**src/sv/xeu_pkg.sv**
```systemverilog
`default_nettype none
package xeu_pkg;

  localparam int unsigned NumEnt    = 5;
  localparam int unsigned HoldDepth = 5;
  localparam int unsigned EntMax    = 6;

  localparam logic [7:0] AmpChar = 8'h26;

  // entity spellings in lower case, order quot, apos, amp, lt, gt
  localparam logic [7:0] EntText [NumEnt][EntMax] = '{
    '{8'h26, 8'h71, 8'h75, 8'h6f, 8'h74, 8'h3b},
    '{8'h26, 8'h61, 8'h70, 8'h6f, 8'h73, 8'h3b},
    '{8'h26, 8'h61, 8'h6d, 8'h70, 8'h3b, 8'h00},
    '{8'h26, 8'h6c, 8'h74, 8'h3b, 8'h00, 8'h00},
    '{8'h26, 8'h67, 8'h74, 8'h3b, 8'h00, 8'h00}
  };
  localparam logic [2:0] EntLen [NumEnt] = '{3'd6, 3'd6, 3'd5, 3'd4, 3'd4};
  localparam logic [7:0] EntChar [NumEnt] = '{8'h22, 8'h27, 8'h26, 8'h3c, 8'h3e};

  // one queued command: flush cnt held bytes, then optionally one extra byte
  typedef struct packed {
    logic [HoldDepth-1:0][7:0] bytes;
    logic [2:0]                cnt;
    logic                      extra_v;
    logic [7:0]                extra;
    logic                      last;
  } cmd_t;

endpackage
`default_nettype wire

```
**src/sv/xeu_front.sv**
```systemverilog
`default_nettype none
module xeu_front (
  input  logic          clk_i,
  input  logic          rst_ni,
  input  logic          in_valid_i,
  input  logic [7:0]    in_byte_i,
  input  logic          in_last_i,
  output logic          in_ready_o,
  output logic          push_o,
  output xeu_pkg::cmd_t cmd_o,
  input  logic          push_ready_i
);

  logic [2:0]                       held_cnt_q, held_cnt_d;
  logic [xeu_pkg::NumEnt-1:0]       live_q, live_d;
  logic [7:0]                       held_q [xeu_pkg::HoldDepth];

  logic                             accept;
  logic [7:0]                       c;
  logic [xeu_pkg::NumEnt-1:0]       next_live;
  logic                             done;
  logic [7:0]                       done_char;
  logic                             extend;
  logic                             mismatch;
  logic                             start;
  logic                             idle_hold;

  assign accept     = in_valid_i && push_ready_i;
  assign in_ready_o = push_ready_i;

  always_comb begin
    c         = (in_byte_i >= 8'h41 && in_byte_i <= 8'h5a) ? in_byte_i + 8'h20 : in_byte_i;
    next_live = '0;
    done      = 1'b0;
    done_char = '0;
    for (int t = 0; t < xeu_pkg::NumEnt; t++) begin
      if (live_q[t] && held_cnt_q < xeu_pkg::EntLen[t] &&
          c == xeu_pkg::EntText[t][held_cnt_q]) begin
        next_live[t] = 1'b1;
        if (held_cnt_q + 3'd1 == xeu_pkg::EntLen[t]) begin
          done      = 1'b1;
          done_char = done_char | xeu_pkg::EntChar[t];
        end
      end
    end

    idle_hold = (held_cnt_q == 3'd0);
    extend    = !idle_hold && !done && (next_live != '0) &&
                (held_cnt_q < 3'(xeu_pkg::HoldDepth));
    mismatch  = !idle_hold && !done && !extend;
    start     = (idle_hold || mismatch) && (in_byte_i == xeu_pkg::AmpChar) && !in_last_i;

    held_cnt_d = held_cnt_q;
    live_d     = live_q;
    if (accept) begin
      if (start) begin
        held_cnt_d = 3'd1;
        live_d     = '1;
      end else if (extend && !in_last_i) begin
        held_cnt_d = held_cnt_q + 3'd1;
        live_d     = next_live;
      end else begin
        held_cnt_d = 3'd0;
        live_d     = '0;
      end
    end

    // a partial entity cut off by the last byte flushes with that byte included
    for (int i = 0; i < xeu_pkg::HoldDepth; i++) begin
      cmd_o.bytes[i] = (extend && held_cnt_q == 3'(i)) ? in_byte_i : held_q[i];
    end
    if (extend && in_last_i) begin
      cmd_o.cnt = held_cnt_q + 3'd1;
    end else if (mismatch) begin
      cmd_o.cnt = held_cnt_q;
    end else begin
      cmd_o.cnt = 3'd0;
    end
    cmd_o.extra_v = done || ((idle_hold || mismatch) && !start);
    cmd_o.extra   = done ? done_char : in_byte_i;
    cmd_o.last    = in_last_i;

    push_o = accept && (cmd_o.cnt != 3'd0 || cmd_o.extra_v);
  end

  always_ff @(posedge clk_i or negedge rst_ni) begin
    if (!rst_ni) begin
      held_cnt_q <= '0;
      live_q     <= '0;
    end else begin
      held_cnt_q <= held_cnt_d;
      live_q     <= live_d;
    end
  end

  always_ff @(posedge clk_i) begin
    if (accept) begin
      for (int i = 0; i < xeu_pkg::HoldDepth; i++) begin
        if (start && i == 0) begin
          held_q[i] <= xeu_pkg::AmpChar;
        end else if (extend && !in_last_i && held_cnt_q == 3'(i)) begin
          held_q[i] <= in_byte_i;
        end
      end
    end
  end

endmodule
`default_nettype wire

```
**src/sv/xeu_fifo.sv**
```systemverilog
`default_nettype none
module xeu_fifo #(
  parameter int unsigned Depth = 4
) (
  input  logic          clk_i,
  input  logic          rst_ni,
  input  logic          push_i,
  input  xeu_pkg::cmd_t data_i,
  output logic          push_ready_o,
  input  logic          pop_i,
  output logic          head_valid_o,
  output xeu_pkg::cmd_t head_o
);

  localparam int unsigned AW = (Depth > 1) ? $clog2(Depth) : 1;
  localparam int unsigned CW = $clog2(Depth + 1);

  xeu_pkg::cmd_t  mem_q [Depth];
  logic [AW-1:0]  wr_ptr_q, wr_ptr_d;
  logic [AW-1:0]  rd_ptr_q, rd_ptr_d;
  logic [CW-1:0]  count_q, count_d;
  logic           do_push;
  logic           do_pop;

  assign push_ready_o = (count_q != CW'(Depth));
  assign head_valid_o = (count_q != '0);
  assign head_o       = mem_q[rd_ptr_q];
  assign do_push      = push_i && push_ready_o;
  assign do_pop       = pop_i && head_valid_o;

  always_comb begin
    wr_ptr_d = wr_ptr_q;
    rd_ptr_d = rd_ptr_q;
    count_d  = count_q;
    if (do_push) begin
      wr_ptr_d = (wr_ptr_q == AW'(Depth - 1)) ? '0 : wr_ptr_q + AW'(1);
    end
    if (do_pop) begin
      rd_ptr_d = (rd_ptr_q == AW'(Depth - 1)) ? '0 : rd_ptr_q + AW'(1);
    end
    case ({do_push, do_pop})
      2'b10:   count_d = count_q + CW'(1);
      2'b01:   count_d = count_q - CW'(1);
      default: count_d = count_q;
    endcase
  end

  always_ff @(posedge clk_i or negedge rst_ni) begin
    if (!rst_ni) begin
      wr_ptr_q <= '0;
      rd_ptr_q <= '0;
      count_q  <= '0;
    end else begin
      wr_ptr_q <= wr_ptr_d;
      rd_ptr_q <= rd_ptr_d;
      count_q  <= count_d;
    end
  end

  always_ff @(posedge clk_i) begin
    if (do_push) begin
      mem_q[wr_ptr_q] <= data_i;
    end
  end

endmodule
`default_nettype wire

```
**src/sv/xeu_back.sv**
```systemverilog
`default_nettype none
module xeu_back (
  input  logic          clk_i,
  input  logic          rst_ni,
  input  logic          head_valid_i,
  input  xeu_pkg::cmd_t head_i,
  output logic          pop_o,
  output logic          out_valid_o,
  output logic [7:0]    out_byte_o,
  output logic          out_last_o,
  input  logic          out_ready_i
);

  logic       out_valid_q, out_valid_d;
  logic [7:0] out_byte_q, out_byte_d;
  logic       out_last_q, out_last_d;
  logic [2:0] idx_q, idx_d;

  logic       load;
  logic [2:0] total;
  logic       at_end;
  logic [7:0] elem;

  always_comb begin
    load   = head_valid_i && (!out_valid_q || out_ready_i);
    total  = head_i.cnt + {2'b00, head_i.extra_v};
    at_end = (idx_q == total - 3'd1);
    // held bytes first, then the extra byte
    elem = head_i.extra;
    for (int i = 0; i < xeu_pkg::HoldDepth; i++) begin
      if (idx_q == 3'(i) && idx_q < head_i.cnt) begin
        elem = head_i.bytes[i];
      end
    end
    pop_o = load && at_end;

    out_valid_d = out_valid_q;
    out_byte_d  = out_byte_q;
    out_last_d  = out_last_q;
    idx_d       = idx_q;
    if (load) begin
      out_valid_d = 1'b1;
      out_byte_d  = elem;
      out_last_d  = head_i.last && at_end;
      idx_d       = at_end ? 3'd0 : idx_q + 3'd1;
    end else if (out_ready_i) begin
      out_valid_d = 1'b0;
    end
  end

  always_ff @(posedge clk_i or negedge rst_ni) begin
    if (!rst_ni) begin
      out_valid_q <= 1'b0;
      idx_q       <= '0;
    end else begin
      out_valid_q <= out_valid_d;
      idx_q       <= idx_d;
    end
  end

  always_ff @(posedge clk_i) begin
    out_byte_q <= out_byte_d;
    out_last_q <= out_last_d;
  end

  assign out_valid_o = out_valid_q;
  assign out_byte_o  = out_byte_q;
  assign out_last_o  = out_last_q;

endmodule
`default_nettype wire

```
**src/sv/xml_entity_unescape_top.sv**
```systemverilog
// channel   direction  handshake                 payload
// in        input      in_valid_i / in_ready_o   in_byte_i, in_last_i
// out       output     out_valid_o / out_ready_i out_byte_o, out_last_o
//
// the front classifies one byte per cycle, unless the queue is full, against the five
// entities and queues a flush command; the back drains each command one output byte
// per cycle while out_ready_i is high. sustained rate is then one input byte per cycle;
// a flush of n bytes holds the output port, absorbed by the QueueDepth-entry command queue.
// a flush command is registered in the command queue, then its bytes in the output register.
// reset is asynchronous and active low and empties the queue and the match state.
// in_ready_o drops only while the command queue is full.
`default_nettype none
module xml_entity_unescape_top #(
  parameter int unsigned QueueDepth = 4
) (
  input  logic       clk_i,
  input  logic       rst_ni,
  input  logic       in_valid_i,
  output logic       in_ready_o,
  input  logic [7:0] in_byte_i,
  input  logic       in_last_i,
  output logic       out_valid_o,
  input  logic       out_ready_i,
  output logic [7:0] out_byte_o,
  output logic       out_last_o
);

  logic          push;
  logic          push_ready;
  xeu_pkg::cmd_t cmd;
  logic          head_valid;
  xeu_pkg::cmd_t head;
  logic          pop;

  xeu_front u_front (
    .clk_i        (clk_i),
    .rst_ni       (rst_ni),
    .in_valid_i   (in_valid_i),
    .in_byte_i    (in_byte_i),
    .in_last_i    (in_last_i),
    .in_ready_o   (in_ready_o),
    .push_o       (push),
    .cmd_o        (cmd),
    .push_ready_i (push_ready)
  );

  xeu_fifo #(
    .Depth (QueueDepth)
  ) u_fifo (
    .clk_i        (clk_i),
    .rst_ni       (rst_ni),
    .push_i       (push),
    .data_i       (cmd),
    .push_ready_o (push_ready),
    .pop_i        (pop),
    .head_valid_o (head_valid),
    .head_o       (head)
  );

  xeu_back u_back (
    .clk_i        (clk_i),
    .rst_ni       (rst_ni),
    .head_valid_i (head_valid),
    .head_i       (head),
    .pop_o        (pop),
    .out_valid_o  (out_valid_o),
    .out_byte_o   (out_byte_o),
    .out_last_o   (out_last_o),
    .out_ready_i  (out_ready_i)
  );

endmodule
`default_nettype wire

```
**config.mk**
```make
export PLATFORM = sky130hd
export DESIGN_NAME = xml_entity_unescape_top
export DESIGN_NICKNAME = d
export VERILOG_FILES = /design/src/sv/xeu_pkg.sv /design/src/sv/xeu_front.sv /design/src/sv/xeu_fifo.sv /design/src/sv/xeu_back.sv /design/src/sv/xml_entity_unescape_top.sv
export SDC_FILE = /design/constraint.sdc
export NUM_CORES = 1
export LEC_CHECK = 0
export BUFFER_PORTS_ARGS = -buffer_cell sky130_fd_sc_hd__buf_2
export CAP_MARGIN = 20
export CORE_MARGIN = 5
export CORE_UTILIZATION = 26
export CTS_CLUSTER_SIZE = 16
export DETAILED_ROUTE_END_ITERATION = 10
export PLACE_DENSITY = 0.48
export SYNTH_ARGS = -nofsm -noshare
export SYNTH_HDL_FRONTEND = slang
export SYNTH_SLANG_ARGS = --single-unit
```
**constraint.sdc**
```tcl
create_clock -name clk_i -period 6.49 [get_ports clk_i]
set_clock_uncertainty 0.05 [all_clocks]
set_input_delay 0.649 -clock clk_i [delete_from_list [all_inputs] [get_ports clk_i]]
set_output_delay 0.649 -clock clk_i [all_outputs]
set_load 0.02 [all_outputs]
```
# Yosys cells after proc, flatten, opt, wreduce, memory -nomap -nowiden
# Memory sizes are Yosys's and may differ from the RTL's.
# Cells that the tools add are included.
[classes]
n_addsub = 9
n_lt_le_gt_ge = 7
n_eq_ne = 23
muxes = 93
bitwise = 2
n_reduce_logical = 63
[op_table]
columns = ["operator", "count"]
rows = [
  ["$mux 8", 27],
  ["$mux 6", 10],
  ["$logic_and 1x1->1", 42],
  ["$mux 1", 42],
  ["$eq 8x8->1", 5],
  ["$reduce_or 8->1", 4],
  ["$mux 3", 9],
  ["$eq 3x3->1 const B", 5],
  ["$eq 3x2->1 const B", 4],
  ["$mux 5", 2],
  ["$add 3x1->3 const B", 3],
  ["$lt 3x3->1 const B", 3],
  ["$add 8x6->8 const B", 1],
  ["$eq 8x6->1 const B", 1],
  ["$ge 8x7->1 const B", 1],
  ["$le 8x7->1 const B", 1],
  ["$eq 2x2->1 const B", 3],
  ["$eq 3x1->1 const B", 2],
  ["$logic_not 1->1", 6],
  ["$logic_not 3->1", 2],
  ["$pmux 3 s2", 1],
  ["$reduce_bool 3->1", 2],
  ["$sub 3x1->3 const B", 2],
  ["$reduce_bool 5->1", 1],
  ["other kinds (12)", 18],
]
[word_totals]
regBits = 28
ram_bits = 252
romBits = 320
input_bits = 13
out_inout_bits = 11
word_cells = 213
n_memories = 7
[memory_table]
columns = ["name", "words", "width", "rd", "rd_clocked_by_memory_dff", "write_ports", "line_no", "text"]
rows = [
  ["u_fifo.mem_q", 4, 53, 1, 0, 1, "xeu_fifo.sv:18", "xeu_pkg::cmd_t mem_q [Depth];"],
  ["(name not given)", 8, 8, 1, 0, 0, "xeu_front.sv:38", "c == xeu_pkg::EntText[t][held_cnt_q]) begin"],
  ["(name not given)", 8, 8, 1, 0, 0, "xeu_front.sv:38", ""],
  ["(name not given)", 8, 8, 1, 0, 0, "xeu_front.sv:38", ""],
  ["(name not given)", 8, 8, 1, 0, 0, "xeu_front.sv:38", ""],
  ["(name not given)", 8, 8, 1, 0, 0, "xeu_front.sv:38", ""],
  ["1 more memories", "n/a", "n/a", "n/a", "n/a", "n/a", "n/a", ""],
]

# Depth between registers and ports, before layout
# Gate-level depths: netlist (run 1).
[depth]
ltp_word = 32
depth_mapped = 21
ltp_nobuf = 17

# By module
# From an unflattened synthesis (run 1), not the netlist that was laid out.
[hier_totals]
cells_unflattened = 798
area_unflattened_um2 = 12922.4
[modules_own_cells]
columns = ["mod", "n_inst", "cells_each", "area_each_um2", "seq_area_each_um2"]
rows = [
  ["xeu_fifo", 1, 317, 8085.3, 6541.3],
  ["xeu_front", 1, 343, 3525.9, 1401.3],
  ["xeu_back", 1, 138, 1311.3, 370.4],
]

# Least setup slack after synthesis (run 1)
# No wires, ideal clock.
[synth_path]
kind = "reg-to-reg"
start = "register u_front.held_cnt_q[0]"
end = "memory u_fifo.mem_q[0][0] (netlist name) (enable)"
setup_ps = 416
t_arrival_ps = 4374
t_required_ps = 6024
slack_ps = 1650
path_stages_with_launch = 15
path_buffers = 3
period_less_slack_ps = 4840
cell_sequence = "dfrtp_1 buf_2 buf_2 inv_1 ha_1 clkbuf_1 xor2_1 nor4_1 a21oi_1 nor4_1 a32o_1 a22oi_1 a21boi_0 a21oi_2 and2_1"
[synth_via]
elab_chain_len = 32
elab_cells_between_ends = 77
classes_between = "add/sub (1); order compare (3); eq/ne (8); mux (29); bitwise (1); reduce/logical (30); memory (5)"
[synth_rtl]
columns = ["element", "line_no", "text"]
rows = [
  ["start, declared", "xeu_front.sv:14", "logic [2:0] held_cnt_q, held_cnt_d;"],
  ["start signal, assigned", "xeu_front.sv:91", "held_cnt_q <= held_cnt_d;"],
  ["$not 3->4 (not written as such)", "xeu_front.sv:38", ""],
  ["$mem_v2 8x8", "n/a", ""],
  ["$mux 8 (not written as such) (2 in a row)", "xeu_front.sv:38", ""],
  ["$eq 8x8->1", "xeu_front.sv:38", ""],
  ["$logic_and 1x1->1", "xeu_front.sv:37", "if (live_q[t] && held_cnt_q < xeu_pkg::EntLen[t] &&"],
  ["$mux 1", "xeu_front.sv:37", ""],
  ["$mux 1", "xeu_front.sv:40", "if (held_cnt_q + 3'd1 == xeu_pkg::EntLen[t]) begin"],
  ["$mux 1", "xeu_front.sv:37", ""],
  ["[... 15 more ...]", "n/a", ""],
  ["$logic_not 1->1", "xeu_front.sv:79", "cmd_o.extra_v = done || ((idle_hold || mismatch) && !start);"],
  ["$logic_and 1x1->1", "xeu_front.sv:79", ""],
  ["$logic_or 1x1->1", "xeu_front.sv:79", ""],
  ["$logic_or 1x1->1 *", "xeu_front.sv:83", "push_o = accept && (cmd_o.cnt != 3'd0 || cmd_o.extra_v);"],
  ["$logic_and 1x1->1 *", "xeu_front.sv:83", ""],
  ["$logic_and 1x1->1 *", "xeu_fifo.sv:28", "assign do_push = push_i && push_ready_o;"],
  ["$mux 1 *", "xeu_fifo.sv:61", "if (do_push) begin"],
  ["$mux 1 (not written as such) *", "xeu_fifo.sv:62", "mem_q[wr_ptr_q] <= data_i;"],
  ["end, declared", "xeu_fifo.sv:18", ""],
]
# Every way passes the cells marked *; elsewhere a longest branch is shown, timed or not. The select of a mux whose other input is x is not followed.

# Final worst setup path (run 1)
[layout_path]
start = "register u_front.held_cnt_q[0]"
end = "memory u_fifo.mem_q[2][29] (netlist name) (enable)"
# Same word-level chain as after synthesis.

==> results of run 1 <==
==> worst max-delay path, cell delays in order (launching register included) <==
cell and delay, ps:
dfrtp_1 320, buf_4 290, inv_1 170, ha_1 500, xor2_1 230, nor4_1 270
a21oi_1 110, nor4_1 620, a32o_1 240, a22oi_1 110, a21boi_0 200, a21oi_2 310
and2_2 600, buf_4 420
==> how the worst min path moves through the flow <==
stage                            start            endpoint  slack (ps)  cells past startpoint
finish                          rst_ni  u_fifo.wr_ptr_q[1]          20                      1
global route                    rst_ni  u_fifo.wr_ptr_q[1]          70                      1
CTS                             rst_ni   u_front.live_q[3]          40                      1
detailed placement  u_back.out_valid_o  u_back.out_valid_o         430                      2
global placement    u_back.out_valid_o  u_back.out_valid_o         430                      2
floorplan                       rst_ni     u_back.idx_q[0]         300                      0
==> per-layer routing <==
layer / global-route usage / wire length, microns
met5: 0 / 0
met4: 0.0242 / 429
met3: 0.0139 / 1110
met2: 0.177 / 13700
met1: 0.160 / 14000
==> power by group through the flow <==
stage	registers, mW	clock network [mW]	logic [mW]
2_1_floorplan	2.49	0	1.00
3_3_place_gp	2.53	0	1.45
3_5_place_dp	2.54	0	1.46
4_1_cts	2.50	1.63	1.46
5_1_grt	2.53	1.70	1.55
6_report	2.49	1.58	1.40
==> layout make-up <==
cell class / instances / area (sq um) / share of cell area
sequential: 280 / 8320 / 0.585
inverter: 29 / 109 / 0.00765
clock inverter: 16 / 106 / 0.00747
multi-input combinational: 434 / 3910 / 0.274
clock buffer: 38 / 802 / 0.0564
timing repair buffer: 35 / 218 / 0.0153
tap: 615 / 769 / 0.0541
antenna: 1 / 2.50 / 0.000176
==> placed cells by master (no fill, tap or decap), drive strengths merged, types with 11 or more instances in the layout <==
master and n:
o22ai 11, dfrtp 19, nor3 15, xnor2 12, xor2 11, clkinv 14
buf 35, o21ai 23, a21oi 14, ha 25, nor2 31, a211oi 11
mux4 53, nand2 61, inv 29, clkbuf 38, mux2 30, edfxtp 261
==> cell usage after synthesis, types with 2 or more instances <==
| cell | n |
|---|---|
| nand3_1 | 5 |
| o21a_1 | 4 |
| a211oi_1 | 11 |
| nor3_1 | 14 |
| dfrtp_1 | 19 |
| mux4_2 | 53 |
| and2_1 | 10 |
| or3_1 | 6 |
| nor4_1 | 8 |
| nand4_1 | 4 |
| nor2_8 | 3 |
| mux2_1 | 2 |
| conb_1 | 2 |
| a31oi_1 | 4 |
| o21ai_0 | 21 |
| clkbuf_1 | 32 |
| and3b_1 | 4 |
| ha_1 | 25 |
| nand2b_1 | 6 |
| inv_1 | 28 |
| o2111ai_1 | 2 |
| or2_2 | 4 |
| o31ai_1 | 3 |
| a21oi_1 | 13 |
| or4_1 | 2 |
| o22ai_1 | 11 |
| nand4b_1 | 3 |
| o211a_1 | 2 |
| and3_1 | 5 |
| nor2b_1 | 8 |
| nor2_1 | 26 |
| buf_2 | 8 |
| buf_1 | 5 |
| a221oi_1 | 4 |
| xor2_1 | 11 |
| nand2_1 | 61 |
| edfxtp_1 | 261 |
| mux2_2 | 28 |
| a21boi_0 | 3 |
| o211ai_1 | 8 |
| buf_4 | 2 |
| mux2i_1 | 9 |
| o2bb2ai_1 | 2 |
| a21o_1 | 3 |
| xnor2_1 | 12 |
==> cells by family (layout without fill, tap and decap cells) <==
group                      Yosys count  in the layout  synth area share
AOI/OAI and AO/OA                  104            104            0.0571
xor gates and xnor gates            23             23            0.0161
adders and majority gates           26             26            0.0266
buffers and inverters               77            118            0.0251
DFF                                280            280             0.665
muxes                               92             92             0.130
other                                2              9          0.000601
and+or+nand+nor                    181            181            0.0799
==> flip-flops by register name, indices dropped and copies added (netlist names) <==
register / flops
u_front.held_cnt_q: 3
u_back.out_byte_o: 8
u_fifo.wr_ptr_q: 2
u_back.out_valid_o: 1
u_fifo.mem_q: 212
u_back.idx_q: 3
u_front.live_q: 5
u_back.out_last_o: 1
u_front.held_q: 40
u_fifo.rd_ptr_q: 2
u_fifo.count_q: 3
==> per-stage QoR <==
step                utilization  area [sq um]
finish                    0.299         14200
detailed placement        0.280         13300
floorplan                     -         12500
global route              0.299         14200
global placement          0.280         13300
CTS                       0.299         14200
==> key figures, run 1 <==
Die
  – Die Wd: 229 microns
  – IO Count: 24
  – FP Rows: 80
  – Initial Util: 0.262
  – Die ar.: 52600 sq um
  – Chip height: 229 microns
  – Core Footprint: 47600 sq um

Layout
  – P&R area growth vs syn: 13.8%
  – Share of cells above drive strength 1: 0.215
  – Fill count: 4706
  – Final nets: 849
  – Post-route insts no fill: 1448

Global route
  – Total track usage: 0.110
  – Number of antenna violations at the first check in global routing: 0
  – Largest net degree at the start of global routing: 49
  – Vias in the first global route: 7007
  – GRT overflow: 0
  – First-pass GRT wire length: 44900 microns

Logic synthesis
  – Ys Warns: 0
  – Yosys reg bits: 280
  – Top-area cell type share of the netlist area: 0.627
  – Ys flop type: edfxtp_1
  – Post-Synthesis Cells: 785
  – Area leader, netlist: edfxtp_1
  – Syn_area_per_cell: 15.9 sq um
  – Area contributors post-synth: edfxtp_1 (63%), mux4_2 (9.5%), dfrtp_1 (3.8%)
  – Synthesized area: 12500 sq um
  – Yosys cell types: 73
  – Seq/Total Area, Yosys: 0.665
  – EDFF count, synth: 261
  – Asr flop ratio synth: 0.0679

Power and ir drop
  – Combinational cell fraction of total power: 0.256
  – Pint: 3.83 mW
  – Total power: 5.47 mW
  – PD cells: 385 nW/um^2
  – Leakage: 4.77 nW
  – Clock network power share: 0.289
  – NetSw: 1.64 mW
  – Sequential power share: 0.455
  – Switching part of the total: 0.299
  – VDD IR max: 0.196 mV

Clock network
  – Cts hold-fix bufs: 0
  – Cts repair resizes: 0
  – Root buffer cell: clkbuf_16
  – Worst skew pair latency: 550 ps
  – CTS sink cnt: 280
  – CTS Buf Count: 30
  – CTS H-tree lvls: 1
  – Clock-pin slew on the worst setup and hold paths: 60 ps
  – Number of post-CTS setup repair buffers: 0
  – Clock Path Buffers: 3
  – TritonCTS clock tree: done

Placement
  – Dpl hpwl: 19400 microns
  – GP Congestion: 0.853
  – Number of port buffers: 23
  – Pre-CTS setup slack: 1640 ps
  – # placed instances: 1393

Timing
  – Slew @ Worst Pin: 1040 ps
  – Setup ws final: 1690 ps
  – F_max: 208 MHz
  – TNS Setup: 0 ps
  – Setup-failing EPs final: 0
  – Pins Over Slew Limit: 0
  – Final worst-path cycle share: 0.740
  – Final Hold Viols: 0
  – Relative slew slack: 0.307
  – Crit path time final: 4800 ps
  – RSZ-0062 raised after global routing: no
  – Final hold slack: 21.3 ps

Routing
  – Drt total wl: 29300 microns
  – Number of vias per cell: 4.65
  – Via count: 6740
  – Routed len/inst: 20.2 microns
  – DRC: 0
  – Final ANT Viol Nets: 0
  – Drt pass-1 iters: 7
  – Initial DRC Count: 535

Critical path
  – Reg2reg end: u_fifo.mem_q[2][29]
  – Worst EP arrival: 4970 ps
  – CP Launch Point: u_front.held_cnt_q[0]
  – Max FO, Critical Path: 25
  – R2R Path Start: u_front.held_cnt_q[0]
  – Reg2Reg Setup Slack: 1690 ps
  – Startpoint types: flip-flop
  – Reg2Reg Depth: 13
  – Critical Path RT: 6660 ps
  – Crit path kind: reg2reg
  – CP Capture Point: u_fifo.mem_q[2][29]
  – Critical Path End Type: flip-flop

Status
  – Status: completed

Run
  – Max Cap Viol: 0

Min path
  – Worst min-delay path class: in2async
Power figures use the tool's default switching activity.
==> run 2: changes to the inputs <==
==> constraint.sdc (replaced) <==
create_clock -name clk_i -period 4.8 [get_ports clk_i]
set_clock_uncertainty 0.05 [all_clocks]
set_input_delay 0.48 -clock clk_i [delete_from_list [all_inputs] [get_ports clk_i]]
set_output_delay 0.48 -clock clk_i [all_outputs]
set_load 0.02 [all_outputs]
==> run 2 against run 1 <==
- non-clock buffer count increased by 19
- combinational power increased by 49%
- critical endpoint is now u_fifo.count_q[2]
- total power increased by 40%
- global-route usage increased by 0.25 points
- largest power group unchanged
- highest routed layer unchanged
- register-to-register slack got worse by 1100 ps
- clock-buffer cell count decreased by 4
- largest cell class unchanged
==> key figures, run 2 (synthesis gave the netlist of run 1 again) <==
Critical path
  – Critical Path End Type: flip-flop
  – Max FO, Critical Path: 7
  – Reg2Reg Depth: 17
  – Startpoint types: flip-flop
  – Critical Path RT: 5230 ps
  – R2R Path Start: u_front.held_cnt_q[0]
  – Crit path kind: reg2reg
  – CP Launch Point: u_front.held_cnt_q[0]
  – Worst EP arrival: 4650 ps

Timing
  – Slew @ Worst Pin: 917 ps
  – Pins Over Slew Limit: 0
  – Final hold slack: 114 ps
  – Final Hold Viols: 0
  – Setup ws final: 575 ps
  – Setup-failing EPs final: 0
  – Final worst-path cycle share: 0.880
  – TNS Setup: 0 ps
  – Relative slew slack: 0.387
  – RSZ-0062 raised after global routing: no
  – F_max: 237 MHz
  – Crit path time final: 4220 ps

Power and ir drop
  – VDD IR max: 0.292 mV
  – PD cells: 528 nW/um^2
  – Leakage: 4.93 nW

Layout
  – Final Core Density: 0.305
  – P&R area growth vs syn: 16.2%
  – Commonest non-fill, non-tap cell in the layout: edfxtp_1
  – Most frequent cells in the layout: edfxtp_1 (261), nand2_1 (61), mux4_2 (53)
  – Max FFs per register: 212
  – Cell area after layout: 14500 sq um
  – Share of cells above drive strength 1: 0.237
  – Final nets: 869
  – Largest reg by FF count: u_fifo.mem_q
  – Diodes inserted: 0

Placement
  – Placed Area: 13500 sq um
  – Number of port buffers: 23
  – GP Congestion: 0.845
  – Dpl hpwl: 19000 microns
  – Pre-CTS setup slack: 459 ps

Clock network
  – CTS Buf Count: 31
  – Worst skew pair latency: 570 ps
  – TritonCTS clock tree: done
  – CTS H-tree lvls: 1
  – Clock-pin slew on the worst setup and hold paths: 60 ps
  – Cts hold-fix bufs: 1
  – Clock Path Buffers: 3
  – Cts repair resizes: 0
  – Root buffer cell: clkbuf_16
  – Number of post-CTS setup repair buffers: 0
  – CTS sink cnt: 280

Global route
  – Total track usage: 0.112
  – GRT overflow: 0
  – Vias in the first global route: 7054
  – Number of antenna violations at the first check in global routing: 1
  – Largest net degree at the start of global routing: 54
  – First-pass GRT wire length: 45900 microns

Min path
  – Hold wc startpoint: out_ready_i
  – Worst min-delay path class: in2reg
  – Hold path cells: 4

Run
  – Max Cap Viol: 0

Routing
  – Initial DRC Count: 465
  – DRC: 0
  – Drt total wl: 29600 microns
  – Via count: 6833
  – Drt pass-1 iters: 4
  – Routed len/inst: 20.2 microns
  – Number of vias per cell: 4.65
  – Final ANT Viol Nets: 0

Die
  – Die ar.: 52600 sq um
  – FP Rows: 80
  – Die Wd: 229 microns
  – Chip height: 229 microns
  – IO Count: 24
  – Core Footprint: 47600 sq um
  – Initial Util: 0.262

Status
  – Status: completed
==> run 2: changes by cell type in the layout (fill, tap and decap cells not counted), moves of 2 or more <==
cell	delta
clkinv_1	+2
clkbuf_1	-4
bufinv_16	+2
buf_12	+6
buf_4	+12
clkinv_2	+4
==> run 2: cell type report <==
type,instances,area (sq um)
fill,4711,33100
multi-input combinational,434,3910
clock buffer,34,787
sequential,280,8320
clock inverter,24,205
inverter,29,109
timing repair buffer,54,438
tap,615,769
==> run 2: final timing paths <==
path	endpoint	slack, ps
min	u_back.out_valid_o	110
max reg2reg	u_fifo.count_q[2]	580
max in group asynchronous	u_fifo.rd_ptr_q[0]	3920
max	u_fifo.count_q[2]	580
min reg2reg	u_back.out_valid_o	440
min in group asynchronous	u_back.out_valid_o	380
==> run 2: per-layer routing <==
layer  GRT usage  up-vias  share of wire
li1            -     3148              -
met1       0.166     3518           0.48
met2       0.177      131           0.47
met3      0.0156       36          0.036
met4      0.0233        0          0.019
met5           0        -              0
==> run 2: power by group <==
group	leakage, nW	switching [mW]	internal, mW
Clock	0.492	0.951	1.34
Sequential	2.62	0.131	3.17
Combinational	1.81	1.22	0.868
==> run 2: through the flow <==
step / cells / power (mW)
floorplan: 791 / 4.71
global placement: 1411 / 5.50
detailed placement: 1411 / 5.51
CTS: 1470 / 7.82
global route: 1470 / 8.13
finish: 1470 / 7.68
==> run 2: critical path, cell delays in order (launching register included) <==
cell and delay [ps]:
dfrtp_1 390, inv_1 170, ha_1 370, nor2b_1 210, a221o_1 370, o311a_1 160, or2_2 280, a32o_1 270
a22oi_1 220, a21boi_0 370, a21oi_2 170, inv_1 90, ha_1 180, inv_1 60, fa_1 370, xor2_1 150
nor2_1 110, xor2_1 150
